### src/sv/bba_pkg.sv
`timescale 1ns / 1ps
package bba_pkg;

    localparam int WORD_BITS = 32;
    localparam int WORD_LSB  = 5;
    localparam int CHUNK     = 8;

    typedef enum logic [1:0] {
        MODE_ALLOC = 2'd0,
        MODE_FREE  = 2'd1,
        MODE_INIT  = 2'd2,
        MODE_RSVD  = 2'd3
    } t_mode;

    typedef enum logic [1:0] {
        ST_OK       = 2'd0,
        ST_NO_SPACE = 2'd1,
        ST_RANGE    = 2'd2
    } t_status;

    typedef enum logic [1:0] {
        CFG_BASE   = 2'd0,
        CFG_REGION = 2'd1,
        CFG_BLOCK  = 2'd2,
        CFG_WORDS  = 2'd3
    } t_cfg_idx;

    typedef enum logic {
        DIV_SIZE   = 1'b0,
        DIV_OFFSET = 1'b1
    } t_div_sel;

    typedef enum logic [2:0] {
        WR_NONE = 3'd0,
        WR_ZERO = 3'd1,
        WR_MASK = 3'd2,
        WR_SET  = 3'd3,
        WR_CLR  = 3'd4
    } t_wr;

    typedef enum logic [3:0] {
        S_CLEAR,
        S_IDLE,
        S_DECODE,
        S_DIV_A,
        S_DIV_F1,
        S_DIV_F2,
        S_DIV_I,
        S_FETCH,
        S_SCAN,
        S_MUL,
        S_MARK_BEGIN,
        S_MARK_RD,
        S_MARK_WR,
        S_SWEEP,
        S_DONE
    } t_state;

    typedef struct packed {
        logic     accept;
        logic     div_start;
        t_div_sel div_sel;
        logic     start_from_q;
        logic     start_zero;
        logic     end_from_q;
        logic     widx_clear;
        logic     widx_inc;
        logic     widx_mark;
        logic     fetch;
        logic     scan;
        logic     mul;
        t_wr      wr;
        logic     out_load;
        t_status  out_status;
        logic     out_use_addr;
    } t_cmd;

    typedef struct packed {
        t_mode mode;
        logic  size_zero;
        logic  free_ok;
        logic  init_ok;
        logic  div_busy;
        logic  need_too_big;
        logic  scan_end;
        logic  found;
        logic  chunk_last;
        logic  mark_empty;
        logic  mark_last;
        logic  sweep_last;
    } t_stat;

endpackage

### src/sv/bba_div.sv
`timescale 1ns / 1ps
module bba_div import bba_pkg::*; (
    input  logic        i_clk,
    input  logic        i_rst_n,
    input  logic        i_start,
    input  logic [31:0] i_num,
    input  logic [15:0] i_den,
    output logic        o_busy,
    output logic [32:0] o_q
);
    // ceil(num / den) by restoring division of num-1, one bit a cycle
    logic        r_busy;
    logic [4:0]  r_cnt;
    logic [31:0] r_n;
    logic [15:0] r_rem;
    logic [15:0] r_den;
    logic [31:0] r_quot;
    logic        r_zero;
    logic [16:0] trial;
    logic        qbit;
    logic [16:0] diff;

    always_comb begin
        trial = {r_rem, r_n[31]};
        diff  = trial - {1'b0, r_den};
        qbit  = (trial >= {1'b0, r_den});
    end

    always_ff @(posedge i_clk) begin
        if (!i_rst_n) begin
            r_busy <= 1'b0;
            r_cnt  <= '0;
        end else if (i_start) begin
            r_busy <= 1'b1;
            r_cnt  <= '0;
        end else if (r_busy) begin
            r_cnt <= r_cnt + 5'd1;
            if (r_cnt == 5'd31) begin
                r_busy <= 1'b0;
            end
        end
    end

    always_ff @(posedge i_clk) begin
        if (i_start) begin
            r_n    <= i_num - 32'd1;
            r_zero <= (i_num == 32'd0);
            r_rem  <= '0;
            r_den  <= (i_den == 16'd0) ? 16'd1 : i_den;
            r_quot <= '0;
        end else if (r_busy) begin
            r_n    <= {r_n[30:0], 1'b0};
            r_rem  <= qbit ? diff[15:0] : trial[15:0];
            r_quot <= {r_quot[30:0], qbit};
        end
    end

    assign o_busy = r_busy;
    assign o_q    = r_zero ? 33'd0 : ({1'b0, r_quot} + 33'd1);
endmodule

### src/sv/bba_dp.sv
`timescale 1ns / 1ps
module bba_dp import bba_pkg::*; #(
    parameter int MAP_DEPTH = 32
) (
    input  logic        i_clk,
    input  logic        i_rst_n,
    input  t_cmd        i_cmd,
    output t_stat       o_stat,
    input  logic [1:0]  i_mode,
    input  logic [31:0] i_size_bytes,
    input  logic [31:0] i_address,
    input  logic        i_cfg_we,
    input  logic [1:0]  i_cfg_index,
    input  logic [31:0] i_cfg_data,
    output logic [1:0]  o_status,
    output logic [31:0] o_alloc_address
);
    localparam int LWW = $clog2(MAP_DEPTH + 1);
    localparam int WIW = (MAP_DEPTH > 1) ? $clog2(MAP_DEPTH) : 1;
    localparam int BW  = LWW + WORD_LSB;
    localparam int CW  = (LWW > 6) ? LWW : 6;

    logic [31:0] r_base;
    logic [31:0] r_region;
    logic [15:0] r_block;
    logic [5:0]  r_map_words;

    t_mode       r_mode;
    logic [31:0] r_size;
    logic [31:0] r_addr_in;

    logic [WORD_BITS-1:0] r_map [MAP_DEPTH];
    logic [WORD_BITS-1:0] r_word;
    logic [LWW-1:0]       r_widx;
    logic [1:0]           r_chunk;
    logic [BW-1:0]        r_run;
    logic [BW-1:0]        r_start;
    logic [BW-1:0]        r_end;
    logic [31:0]          r_result;
    logic [1:0]           r_out_status;
    logic [31:0]          r_out_addr;

    logic [LWW-1:0]       lim_words;
    logic [BW-1:0]        lim;
    logic [32:0]          q;
    logic                 div_busy;
    logic [31:0]          div_num;
    logic [15:0]          eb;
    logic [BW-1:0]        run_v;
    logic                 fnd;
    logic [BW-1:0]        pos;
    logic [WORD_BITS-1:0] mask;
    logic [BW-1:0]        idx;
    logic [BW-1:0]        end_m1;
    logic [33:0]          sum;
    logic [BW+15:0]       prod;
    logic [WORD_BITS-1:0] wdata;

    always_ff @(posedge i_clk) begin
        if (!i_rst_n) begin
            r_base      <= 32'd0;
            r_region    <= 32'd32768;
            r_block     <= 16'd32;
            r_map_words <= 6'd32;
        end else if (i_cfg_we) begin
            unique case (t_cfg_idx'(i_cfg_index))
                CFG_BASE:   r_base      <= i_cfg_data;
                CFG_REGION: r_region    <= i_cfg_data;
                CFG_BLOCK:  r_block     <= i_cfg_data[15:0];
                CFG_WORDS:  r_map_words <= i_cfg_data[5:0];
                default:    ;
            endcase
        end
    end

    always_ff @(posedge i_clk) begin
        if (i_cmd.accept) begin
            r_mode    <= t_mode'(i_mode);
            r_size    <= i_size_bytes;
            r_addr_in <= i_address;
        end
    end

    always_comb begin
        if (CW'(r_map_words) > CW'(MAP_DEPTH)) begin
            lim_words = LWW'(MAP_DEPTH);
        end else begin
            lim_words = LWW'(r_map_words);
        end
        lim = {lim_words, {WORD_LSB{1'b0}}};
    end

    assign eb      = (r_block == 16'd0) ? 16'd1 : r_block;
    assign div_num = (i_cmd.div_sel == DIV_OFFSET) ? (r_addr_in - r_base) : r_size;

    bba_div u_div (
        .i_clk   (i_clk),
        .i_rst_n (i_rst_n),
        .i_start (i_cmd.div_start),
        .i_num   (div_num),
        .i_den   (r_block),
        .o_busy  (div_busy),
        .o_q     (q)
    );

    // scan one byte of the fetched word for the run end
    always_comb begin
        run_v = r_run;
        fnd   = 1'b0;
        pos   = '0;
        for (int k = 0; k < CHUNK; k++) begin
            if (r_word[{r_chunk, 3'(k)}]) begin
                run_v = '0;
            end else begin
                run_v = run_v + BW'(1);
                if (!fnd && run_v == q[BW-1:0]) begin
                    fnd = 1'b1;
                    pos = {r_widx[LWW-1:0], r_chunk, 3'(k)};
                end
            end
        end
    end

    always_comb begin
        for (int j = 0; j < WORD_BITS; j++) begin
            idx     = {r_widx, 5'(j)};
            mask[j] = (idx >= r_start) && (idx < r_end);
        end
        end_m1 = r_end - BW'(1);
        sum    = 34'(r_start) + 34'(q);
        prod   = r_start * eb;
    end

    always_comb begin
        unique case (i_cmd.wr)
            WR_ZERO: wdata = '0;
            WR_MASK: wdata = mask;
            WR_SET:  wdata = r_word | mask;
            WR_CLR:  wdata = r_word & ~mask;
            default: wdata = r_word;
        endcase
    end

    always_ff @(posedge i_clk) begin
        if (i_cmd.wr != WR_NONE) begin
            r_map[r_widx[WIW-1:0]] <= wdata;
        end
        r_word <= r_map[r_widx[WIW-1:0]];
    end

    always_ff @(posedge i_clk) begin
        if (!i_rst_n) begin
            r_widx <= '0;
        end else if (i_cmd.widx_clear) begin
            r_widx <= '0;
        end else if (i_cmd.widx_mark) begin
            r_widx <= r_start[BW-1:WORD_LSB];
        end else if (i_cmd.widx_inc) begin
            r_widx <= r_widx + LWW'(1);
        end
    end

    always_ff @(posedge i_clk) begin
        if (i_cmd.widx_clear) begin
            r_run <= '0;
        end else if (i_cmd.scan) begin
            r_run <= run_v;
        end
        if (i_cmd.fetch) begin
            r_chunk <= '0;
        end else if (i_cmd.scan) begin
            r_chunk <= r_chunk + 2'd1;
        end
        if (i_cmd.start_zero) begin
            r_start <= '0;
        end else if (i_cmd.start_from_q) begin
            r_start <= (q > 33'(lim)) ? lim : q[BW-1:0];
        end else if (i_cmd.scan && fnd) begin
            r_start <= pos + BW'(1) - q[BW-1:0];
        end
        if (i_cmd.end_from_q) begin
            r_end <= (sum > 34'(lim)) ? lim : sum[BW-1:0];
        end
        if (i_cmd.mul) begin
            r_result <= r_base + 32'(prod);
        end
        if (i_cmd.out_load) begin
            r_out_status <= i_cmd.out_status;
            r_out_addr   <= i_cmd.out_use_addr ? r_result : 32'd0;
        end
    end

    always_comb begin
        o_stat.mode         = r_mode;
        o_stat.size_zero    = (r_size == 32'd0);
        o_stat.free_ok      = (r_addr_in >= r_base) &&
                              ({1'b0, r_addr_in} < ({1'b0, r_base} + {1'b0, r_region}));
        o_stat.init_ok      = (r_region != 32'd0) && (r_size <= r_region);
        o_stat.div_busy     = div_busy;
        o_stat.need_too_big = (q > 33'(lim));
        o_stat.scan_end     = (r_widx == lim_words);
        o_stat.found        = fnd;
        o_stat.chunk_last   = (r_chunk == 2'd3);
        o_stat.mark_empty   = (r_end <= r_start);
        o_stat.mark_last    = (r_widx == end_m1[BW-1:WORD_LSB]);
        o_stat.sweep_last   = (r_widx == LWW'(MAP_DEPTH - 1));
    end

    assign o_status        = r_out_status;
    assign o_alloc_address = r_out_addr;
endmodule

### src/sv/bba_ctrl.sv
`timescale 1ns / 1ps
module bba_ctrl import bba_pkg::*; (
    input  logic  i_clk,
    input  logic  i_rst_n,
    input  logic  i_in_valid,
    output logic  o_in_stall,
    output logic  o_out_valid,
    input  logic  i_out_stall,
    input  t_stat i_stat,
    output t_cmd  o_cmd
);
    t_state  r_state, n_state;
    t_status r_res, n_res;
    logic    r_out_valid, n_out_valid;

    always_ff @(posedge i_clk) begin
        if (!i_rst_n) begin
            r_state     <= S_CLEAR;
            r_res       <= ST_OK;
            r_out_valid <= 1'b0;
        end else begin
            r_state     <= n_state;
            r_res       <= n_res;
            r_out_valid <= n_out_valid;
        end
    end

    always_comb begin
        n_state     = r_state;
        n_res       = r_res;
        o_cmd       = '0;
        o_cmd.wr    = WR_NONE;
        n_out_valid = r_out_valid && i_out_stall;
        unique case (r_state)
            S_CLEAR: begin
                o_cmd.wr = WR_ZERO;
                o_cmd.widx_inc = 1'b1;
                if (i_stat.sweep_last) begin
                    n_state = S_IDLE;
                end
            end
            S_IDLE: begin
                if (i_in_valid) begin
                    o_cmd.accept = 1'b1;
                    n_state = S_DECODE;
                end
            end
            S_DECODE: begin
                n_res   = ST_RANGE;
                n_state = S_DONE;
                unique case (i_stat.mode)
                    MODE_ALLOC: begin
                        if (i_stat.size_zero) begin
                            n_res = ST_NO_SPACE;
                        end else begin
                            o_cmd.div_start = 1'b1;
                            o_cmd.div_sel = DIV_SIZE;
                            n_state = S_DIV_A;
                        end
                    end
                    MODE_FREE: begin
                        if (i_stat.free_ok) begin
                            o_cmd.div_start = 1'b1;
                            o_cmd.div_sel = DIV_OFFSET;
                            n_state = S_DIV_F1;
                        end
                    end
                    MODE_INIT: begin
                        if (i_stat.init_ok) begin
                            o_cmd.div_start = 1'b1;
                            o_cmd.div_sel = DIV_SIZE;
                            o_cmd.start_zero = 1'b1;
                            n_state = S_DIV_I;
                        end
                    end
                    default: ;
                endcase
            end
            S_DIV_A: begin
                if (!i_stat.div_busy) begin
                    if (i_stat.need_too_big) begin
                        n_res = ST_NO_SPACE;
                        n_state = S_DONE;
                    end else begin
                        o_cmd.widx_clear = 1'b1;
                        n_state = S_FETCH;
                    end
                end
            end
            S_DIV_F1: begin
                if (!i_stat.div_busy) begin
                    o_cmd.start_from_q = 1'b1;
                    o_cmd.div_start = 1'b1;
                    o_cmd.div_sel = DIV_SIZE;
                    n_state = S_DIV_F2;
                end
            end
            S_DIV_F2: begin
                if (!i_stat.div_busy) begin
                    o_cmd.end_from_q = 1'b1;
                    n_res = ST_OK;
                    n_state = S_MARK_BEGIN;
                end
            end
            S_DIV_I: begin
                if (!i_stat.div_busy) begin
                    o_cmd.end_from_q = 1'b1;
                    o_cmd.widx_clear = 1'b1;
                    n_res = ST_OK;
                    n_state = S_SWEEP;
                end
            end
            S_FETCH: begin
                o_cmd.fetch = 1'b1;
                if (i_stat.scan_end) begin
                    n_res = ST_NO_SPACE;
                    n_state = S_DONE;
                end else begin
                    n_state = S_SCAN;
                end
            end
            S_SCAN: begin
                o_cmd.scan = 1'b1;
                if (i_stat.found) begin
                    n_state = S_MUL;
                end else if (i_stat.chunk_last) begin
                    o_cmd.widx_inc = 1'b1;
                    n_state = S_FETCH;
                end
            end
            S_MUL: begin
                o_cmd.mul = 1'b1;
                o_cmd.end_from_q = 1'b1;
                n_res = ST_OK;
                n_state = S_MARK_BEGIN;
            end
            S_MARK_BEGIN: begin
                o_cmd.widx_mark = 1'b1;
                n_state = i_stat.mark_empty ? S_DONE : S_MARK_RD;
            end
            S_MARK_RD: begin
                n_state = S_MARK_WR;
            end
            S_MARK_WR: begin
                o_cmd.wr = (i_stat.mode == MODE_ALLOC) ? WR_SET : WR_CLR;
                if (i_stat.mark_last) begin
                    n_state = S_DONE;
                end else begin
                    o_cmd.widx_inc = 1'b1;
                    n_state = S_MARK_RD;
                end
            end
            S_SWEEP: begin
                o_cmd.wr = WR_MASK;
                o_cmd.widx_inc = 1'b1;
                if (i_stat.sweep_last) begin
                    n_state = S_DONE;
                end
            end
            S_DONE: begin
                // hold until the output register is free
                if (!r_out_valid || !i_out_stall) begin
                    o_cmd.out_load = 1'b1;
                    o_cmd.out_status = r_res;
                    o_cmd.out_use_addr = (r_res == ST_OK) && (i_stat.mode == MODE_ALLOC);
                    n_out_valid = 1'b1;
                    n_state = S_IDLE;
                end
            end
            default: n_state = S_IDLE;
        endcase
    end

    assign o_in_stall  = (r_state != S_IDLE);
    assign o_out_valid = r_out_valid;
endmodule

### src/sv/bitmap_block_allocator_core.sv
`timescale 1ns / 1ps
// channel  | handshake                    | payload
// request  | i_in_valid / o_in_stall      | i_mode, i_size_bytes, i_address
// result   | o_out_valid / i_out_stall    | o_status, o_alloc_address
// config   | i_cfg_we                     | i_cfg_index, i_cfg_data
//
// One request at a time. Block counts come from a shared divider.
// Allocate: divide, scan map words for a free run, mark its words.
// Free: divide offset and size, clear words; init: divide, sweep all words.
// After reset a clearing pass over all map words runs with o_in_stall high.
// A waiting result does not block the next request from being taken.
module bitmap_block_allocator_core import bba_pkg::*; #(
    parameter int MAP_DEPTH = 32
) (
    input  logic        i_clk,
    input  logic        i_rst_n,
    input  logic        i_in_valid,
    output logic        o_in_stall,
    input  logic [1:0]  i_mode,
    input  logic [31:0] i_size_bytes,
    input  logic [31:0] i_address,
    output logic        o_out_valid,
    input  logic        i_out_stall,
    output logic [1:0]  o_status,
    output logic [31:0] o_alloc_address,
    input  logic        i_cfg_we,
    input  logic [1:0]  i_cfg_index,
    input  logic [31:0] i_cfg_data
);
    t_cmd  w_cmd;
    t_stat w_stat;

    bba_ctrl u_ctrl (
        .i_clk       (i_clk),
        .i_rst_n     (i_rst_n),
        .i_in_valid  (i_in_valid),
        .o_in_stall  (o_in_stall),
        .o_out_valid (o_out_valid),
        .i_out_stall (i_out_stall),
        .i_stat      (w_stat),
        .o_cmd       (w_cmd)
    );

    bba_dp #(
        .MAP_DEPTH (MAP_DEPTH)
    ) u_dp (
        .i_clk           (i_clk),
        .i_rst_n         (i_rst_n),
        .i_cmd           (w_cmd),
        .o_stat          (w_stat),
        .i_mode          (i_mode),
        .i_size_bytes    (i_size_bytes),
        .i_address       (i_address),
        .i_cfg_we        (i_cfg_we),
        .i_cfg_index     (i_cfg_index),
        .i_cfg_data      (i_cfg_data),
        .o_status        (o_status),
        .o_alloc_address (o_alloc_address)
    );

    a_addr_zero: assert property (@(posedge i_clk) disable iff (!i_rst_n)
        o_out_valid && (o_status != ST_OK) |-> o_alloc_address == 32'd0)
        else $error("address on failed result");

    a_one_at_a_time: assert property (@(posedge i_clk) disable iff (!i_rst_n)
        i_in_valid && !o_in_stall |=> o_in_stall)
        else $error("second request taken while busy");

    a_div_busy: assert property (@(posedge i_clk) disable iff (!i_rst_n)
        w_stat.div_busy |-> o_in_stall)
        else $error("idle while divider runs");
endmodule

### config.mk
export PLATFORM = sky130hd
export DESIGN_NAME = bitmap_block_allocator_core
export DESIGN_NICKNAME = d
export VERILOG_FILES = /design/src/sv/bba_pkg.sv /design/src/sv/bba_div.sv /design/src/sv/bba_dp.sv /design/src/sv/bba_ctrl.sv /design/src/sv/bitmap_block_allocator_core.sv
export SDC_FILE = /design/constraint.sdc
export NUM_CORES = 2
export LEC_CHECK = 0
export ABC_AREA = 1
export BUFFER_PORTS_ARGS = -buffer_cell sky130_fd_sc_hd__buf_2
export CORE_ASPECT_RATIO = 0.6
export CORE_MARGIN = 5
export CORE_UTILIZATION = 40
export CTS_CLUSTER_DIAMETER = 120
export DETAILED_ROUTE_END_ITERATION = 8
export PLACE_DENSITY = 0.62
export RECOVER_POWER = 50
export SLEW_MARGIN = 10
export SYNTH_ARGS = -nofsm -noshare
export SYNTH_HDL_FRONTEND = slang
export SYNTH_SLANG_ARGS = --single-unit
### constraint.sdc
create_clock -name i_clk -period 10.05 [get_ports i_clk]
set_input_delay 1.5075 -clock i_clk [delete_from_list [all_inputs] [get_ports i_clk]]
set_output_delay 1.5075 -clock i_clk [all_outputs]
set_load 0.1 [all_outputs]
Word level (Yosys, flattened, before mapping)
Memory sizes are Yosys's and may differ from the RTL's. A register that Yosys moved wholly into a read port is not among the register bits.
Index checks and enable logic that the tools add are counted.
{"block": "op_classes", "n_addsub": 21, "multipliers": 1, "order_cmp": 80, "n_eq_ne": 49, "muxes": 133, "bitwise_logic": 4, "reduce_logical": 78}
{"operator": "$ge 11x11->1", "n": 32}
{"operator": "$lt 11x11->1", "n": 32}
{"operator": "$mux 11", "n": 28}
{"operator": "$pmux 32 s4", "n": 1}
{"operator": "$add 11x1->11 const B", "n": 9}
{"operator": "$mux 32", "n": 3}
{"operator": "$eq 11x11->1", "n": 8}
{"operator": "$logic_not 32->1", "n": 2}
{"operator": "$mux 4", "n": 16}
{"operator": "$pmux 4 s15", "n": 1}
{"operator": "$lt 5x6->1 const B", "n": 8}
{"operator": "$mux 1", "n": 47}
{"operator": "$logic_and 1x1->1", "n": 44}
{"operator": "$add 11x33->34", "n": 1}
{"operator": "$gt 34x11->1", "n": 1}
{"operator": "$add 32x1->33 const B", "n": 1}
{"operator": "$add 32x32->33", "n": 1}
{"operator": "$gt 33x11->1", "n": 1}
{"operator": "$lt 32x33->1", "n": 1}
{"operator": "$mux 33", "n": 1}
{"operator": "$add 32x27->32", "n": 1}
{"operator": "$and 32x32->32", "n": 1}
{"operator": "$ge 32x32->1", "n": 1}
{"operator": "$le 32x32->1", "n": 1}
{"operator": "other kinds (56)", "n": 124}
{"block": "word_totals", "ff_bits": 369, "ramBits": 1024, "inputBits": 105, "output_inout_bits": 36, "wordCells": 393, "mem_count": 1}
{"name": "u_dp.r_map", "words": 32, "word_bits": 32, "read_ports": 1, "rd_clocked_by_memory_dff": 1, "write_ports": 1, "line_no": "bba_dp.sv:32", "rtl": "logic [WORD_BITS-1:0] r_map [MAP_DEPTH];"}

Longest topological paths before layout
{"block": "depth", "depth_word": 37, "mapped_depth": 65, "ltp_nobuf": 64}

By module
Synthesis repeated with hierarchy kept, for this count alone.
{"block": "unflattened", "hier_cells": 7748, "hier_area_um2": 75623.8}
{"module": "bba_dp", "n_inst": 1, "cells_each": 6621, "area_per_inst_um2": 67897.6, "seq_area_each_um2": 38006.5}
{"module": "bba_div", "n_inst": 1, "cells_each": 944, "area_per_inst_um2": 6747.7, "seq_area_each_um2": 2552.4}
{"module": "bba_ctrl", "n_inst": 1, "cells_each": 183, "area_per_inst_um2": 978.4, "seq_area_each_um2": 140.1}

Worst setup path before layout
Ideal clock, no wire load.
{"block": "synth_path", "kind": "flip-flop to flip-flop", "start": "register u_dp.r_chunk[0]", "end": "register u_dp.r_start[10]", "setup_time_ps": 70, "arrival_ps": 7201, "t_required_ps": 9980, "setup_slack_ps": 2780, "stages_incl_launch_ff": 60, "path_buffers": 1, "synth_period_minus_slack_ps": 7270, "cell_sequence": "dfxtp_1 -> inv_2 -> nand2_1 -> nand3_1 -> nand2_2 -> buf_8 -> nand2_4 -> inv_1 -> ha_1 -> inv_1 -> nor2_1 -> ha_1 -> inv_1 -> nor2_1 -> ha_1 -> inv_1 -> nor2_1 -> ha_1 -> (+24 left out) -> ha_1 -> inv_1 -> nor2_1 -> nor2_1 -> nor2_1 -> nor2_1 -> inv_1 -> a21oi_1 -> nor2_1 -> nor2_1 -> nor2_1 -> o21ai_0 -> nand2_1 -> a21oi_1 -> xnor2_1 -> nand3b_1 -> nand3_1 -> a21oi_1"}
{"block": "synth_via", "elab_chain_len": 36, "elab_cells_between_ends": 88}
{"element": "start: declaration", "line_no": "bba_dp.sv:35", "rtl": "logic [1:0] r_chunk;"}
{"element": "start signal: assignment", "line_no": "bba_dp.sv:172", "rtl": "r_chunk <= r_chunk + 2'd1;"}
{"element": "parallel branches: the longest is 36 deep, another holds $add 11x1->11"}
{"element": "end signal: assignment", "line_no": "bba_dp.sv:177", "rtl": "r_start <= (q > 33'(lim)) ? lim : q[BW-1:0];"}
{"element": "end signal: assignment", "line_no": "bba_dp.sv:179", "rtl": "r_start <= pos + BW'(1) - q[BW-1:0];"}
{"element": "end: declaration", "line_no": "bba_dp.sv:37", "rtl": "logic [BW-1:0] r_start;"}
Several ways; the timed one is not identified. The select of a mux whose other input is x is not followed.
A chain may end at the register's enable or synchronous reset.

Worst setup path in the final report
{"block": "layout_path", "start": "register u_dp.r_widx[1]", "end": "memory u_dp.r_map[16][26] (enable)"}
{"element": "start: declaration", "line_no": "bba_dp.sv:34", "rtl": "logic [LWW-1:0] r_widx;"}
{"element": "start signal: assignment", "line_no": "bba_dp.sv:157", "rtl": "r_widx <= r_start[BW-1:WORD_LSB];"}
{"element": "start signal: assignment", "line_no": "bba_dp.sv:159", "rtl": "r_widx <= r_widx + LWW'(1);"}
{"element": "end: declaration", "line_no": "bba_dp.sv:32"}
No word-level cell before the write port.

==> summary.md <==
The run finished, with violations left. The final reports fail on max-capacitance violations, max-slew violations. At the later pin of the worst-skew pair, clock insertion delay measures 0.81 ns.

For this design the static power due to leakage is 31.7 nW. The tools report the number of buffers created by CTS as 143. Max-slew violation total from the final report: 1126. The floorplan step defined a die boundary enclosing 196000 um2.

The setup check on the worst reg-to-reg path leaves a slack of 0.21 ns. Sorting the synthesized cells by area gives the leading types as sky130_fd_sc_hd__edfxtp_1 (49%), sky130_fd_sc_hd__dfxtp_1 (5.6%), sky130_fd_sc_hd__nor2_1 (5.5%). During synthesis, Yosys emitted a total of 0 warnings. Synthesis handed over a netlist of 7614 instances.

Counting the fill cells in the layout gives 17263. Biggest area consumer among synthesized cells: sky130_fd_sc_hd__edfxtp_1. Setup repair after global routing left no endpoint under its margin.

Dividing the detail-routed via count by the number of cells gives 5.67. Entering global routing, the biggest net connects 191 pins. Area share of the leading cell type in the synthesized netlist: 0.489. The count of nets left with antenna violations once routing finished came out at 0.

Measured along the x axis, the die boundary spans 568 um. The clock arrives with 0.0849 ns of skew. The worst-case IR drop observed on VDD is 0.334 mV. Combined buffer and inverter count along the critical path: 6. For this run the aggregate overflow at the end of global routing stands at 0. The maximum buffer depth of the clock tree was 4. STA classifies the critical path endpoint as a flop.

The number of nets in the layout is 8246, and the relative slew slack is -1.62. The post-layout minimum cycle time is 9.84 ns, and the cts-stage hold buffer count is 0. The routing usage on met2 is 0.307, and the iteration-0 DRC count of the detailed router is 7795. The tool flagged a number of max-cap violations equal to 37. In this design, the stage delay of the slowest critical-path cell is 3.22 ns.

The worst setup path is launched from a flop. For this run, design rule violations remaining after detail routing come to 0. The logs give 165 mm for the HPWL reported at the end of detailed placement and 58311 for the number of vias in the routed layout.

Clock-pin slew was measured on the worst setup and hold paths at 0.07 ns. The via count of the first global-routing pass was 52752; the placeable core region was 185000 um2. For the met3 layer usage reported by global route, the log shows 0.0791. TritonCTS built the clock tree. Compared with the post-synthesis result, the final layout area differs by 10.6%.

Pin placement for this block handled 141 I/O pins. The starting utilization of the core area was 0.404. The summed negative setup slack over all endpoints was 0 ns; the slew at the pin with the worst max-slew slack was 3.93 ns. Share of flip-flops with an asynchronous set or reset: 0. The min-delay analysis places its worst path in the category flop to flop. The final hold violation count is 0. For this run, the top clock speed supported by timing is 102 MHz.

The worst hold margin came out at 0.462 ns. met1 is the most crowded layer. Dividing the detail-routed wire length by the instance count gives 23.8 um. Walking the worst path, the cells encountered are clkbuf_1, clkinvlp_2, ha_1, nand2_1, clkbuf_1, inv_1, nand2_1, clkinvlp_2, clkbuf_2.

The first global-routing pass estimated 356 mm of wire. The kind of cell with the highest combined delay along the critical path is buffers and inverters. The number of core rows is 122, and the total power divided by cell area is 292 nW/um2. The library cells used most frequently in the layout, excluding fill and tap cells, are sky130_fd_sc_hd__edfxtp_1 (1216), sky130_fd_sc_hd__nor2_1 (1076), sky130_fd_sc_hd__nand2_1 (994). The arrival time at the worst endpoint came out at 9.99 ns.

The highest net fanout along the worst path was 63. Post-CTS repair changed the size of 0 cells. The tools report the area of the mapped netlist as 74700 um2. The main flop type after synthesis is sky130_fd_sc_hd__edfxtp_1. The height of the chip was 345 um; the number of antenna violations at the first check in global routing was 14. The tree is rooted in a sky130_fd_sc_hd__clkbuf_16.

For the final weighted congestion in routability-driven placement, the log shows 0.997. Setup violations remaining at the end of the flow were counted as 0. Data on the critical path is required at its endpoint by 10.20 ns. The synthesized design contains 1216 enable-type register cells. The routed design has 245 mm of wire.

Once the clock tree was built, the setup fixing pass inserted 0 buffers. The critical path is of the flop to flop type. The tools report the number of different library cells in the post-synthesis netlist as 70. For this design, the sink count on the clock tree is 1425.

The flip-flop and latch count after synthesis works out to 1425. The met1 usage in global routing was 0.393; the count of port buffers added during placement was 140. Worst-path cell with the longest stage delay: sky130_fd_sc_hd__clkinvlp_2. The final period utilization works out to 0.979.

The number of detailed-route iterations in the first pass came out at 6. In this run the number of H-tree levels came out at 4. Most frequent standard cell in the layout excluding fill and tap cells: sky130_fd_sc_hd__edfxtp_1.

The total global-route track usage was 0.242. A synthesized cell averages 9.82 um2. The total nets after synthesis came out at 8174.

The share of layout cells above drive strength 1 was 0.0742; the register area share after synthesis was 0.545.
-- layout make-up --
type	instances	area, um2	area share
sequential	1425	40700	0.492
antenna	7	17.5	0.000212
clock buffer	182	3840	0.0464
multi-input combinational	4976	29700	0.360
inverter	869	3280	0.0396
timing repair buffer	271	1510	0.0183
clock inverter	68	494	0.00598
tap	2480	3100	0.0375
-- logic make-up after synthesis --
| group | Yosys count | share of synthesized area |
|---|---|---|
| compound gates | 1716 | 0.133 |
| fa+ha+maj | 455 | 0.0919 |
| xor+xnor | 202 | 0.0237 |
| flops | 1425 | 0.545 |
| simple gates | 2603 | 0.145 |
| buf+inv | 1213 | 0.0617 |
-- where the power goes --
part           internal (W)  switching [W]
Sequential          0.00793       0.000499
Combinational       0.00320        0.00736
Clock               0.00283        0.00229
-- synthesized netlist by cell type (16+ instances only) --
library cell               instances
sky130_fd_sc_hd__xor2_1          144
sky130_fd_sc_hd__buf_1            22
sky130_fd_sc_hd__edfxtp_1       1216
sky130_fd_sc_hd__a32oi_1          19
sky130_fd_sc_hd__o211ai_1         18
sky130_fd_sc_hd__a21oi_1         319
sky130_fd_sc_hd__nor4_1           39
sky130_fd_sc_hd__a221oi_1         68
sky130_fd_sc_hd__a22o_1           62
sky130_fd_sc_hd__nand4_1          71
sky130_fd_sc_hd__inv_1           810
sky130_fd_sc_hd__inv_2            41
sky130_fd_sc_hd__xnor2_1          58
sky130_fd_sc_hd__nand2_1         996
sky130_fd_sc_hd__a31oi_1          26
sky130_fd_sc_hd__ha_1            298
sky130_fd_sc_hd__dfxtp_1         209
sky130_fd_sc_hd__o21ai_0         781
sky130_fd_sc_hd__nor3_1           91
sky130_fd_sc_hd__clkinv_1         17
sky130_fd_sc_hd__o22ai_1         302
sky130_fd_sc_hd__nor2_1         1095
sky130_fd_sc_hd__fa_1            157
sky130_fd_sc_hd__o21bai_1         18
sky130_fd_sc_hd__o21ai_1          21
sky130_fd_sc_hd__or2_2            21
sky130_fd_sc_hd__nand3_1         196
sky130_fd_sc_hd__clkbuf_1        301
sky130_fd_sc_hd__nand2_2          40
sky130_fd_sc_hd__buf_2            16
-- metrics by stage --
step	utilization	worst slack, ns	total power (W)	instance area [um2]	instances
final	0.446	0.209	0.0241	82700	10278
after global routing	0.446	0.0805	0.0256	82700	10274
after detailed placement	0.425	1.25	0.0188	78600	10020
after floorplan	-	2.78	0.0155	74700	7614
after global placement	0.425	1.26	0.0187	78600	10020
after CTS	0.448	1.16	0.0240	82900	10270
-- worst reg2reg max path, stage by stage (launching register included) --
cell and delay (ns):
sky130_fd_sc_hd__dfxtp_4 0.87, sky130_fd_sc_hd__clkbuf_1 1.98, sky130_fd_sc_hd__clkinvlp_2 3.23, sky130_fd_sc_hd__ha_1 1.00
sky130_fd_sc_hd__nand2_1 0.10, sky130_fd_sc_hd__clkbuf_1 0.68, sky130_fd_sc_hd__inv_1 0.15, sky130_fd_sc_hd__nand2_1 0.12
sky130_fd_sc_hd__clkinvlp_2 0.09, sky130_fd_sc_hd__clkbuf_2 0.95
-- sequential cells by signal, summed over array words and instances (netlist names), 4 cells and up --
register / count
u_dp.r_region: 32
u_dp.r_size: 32
u_dp.r_block: 16
u_dp.r_end: 11
u_dp.u_div.r_rem: 16
u_dp.r_run: 11
u_dp.r_start: 11
u_dp.u_div.r_quot: 32
u_dp.r_base: 32
u_dp.r_result: 32
u_dp.u_div.r_cnt: 5
u_dp.r_addr_in: 32
u_dp.r_word: 32
u_dp.r_map_words: 6
u_dp.r_widx: 6
u_dp.r_map: 1024
u_dp.u_div.r_den: 16
u_dp.o_alloc_address: 32
u_dp.u_div.r_n: 32
u_ctrl.r_state: 4
-- metal layers --
layer  part of all wire  up-vias
met4              0.014       12
met1               0.48    28526
met5            0.00073        -
met3               0.14      260
li1                   -    26519
met2               0.37     2994
-- worst paths after layout --
path / to / startpoint / depth (start not counted)
worst max-delay path: u_dp.r_map[16][26] / u_dp.r_widx[1] / 9
worst min-delay path: u_dp.r_map_words[1] / u_dp.r_map_words[1] / 2
worst max register to register: u_dp.r_map[16][26] / u_dp.r_widx[1] / 9
worst min register to register: u_dp.r_map_words[1] / u_dp.r_map_words[1] / 2
(Power assumes the default switching activity.)
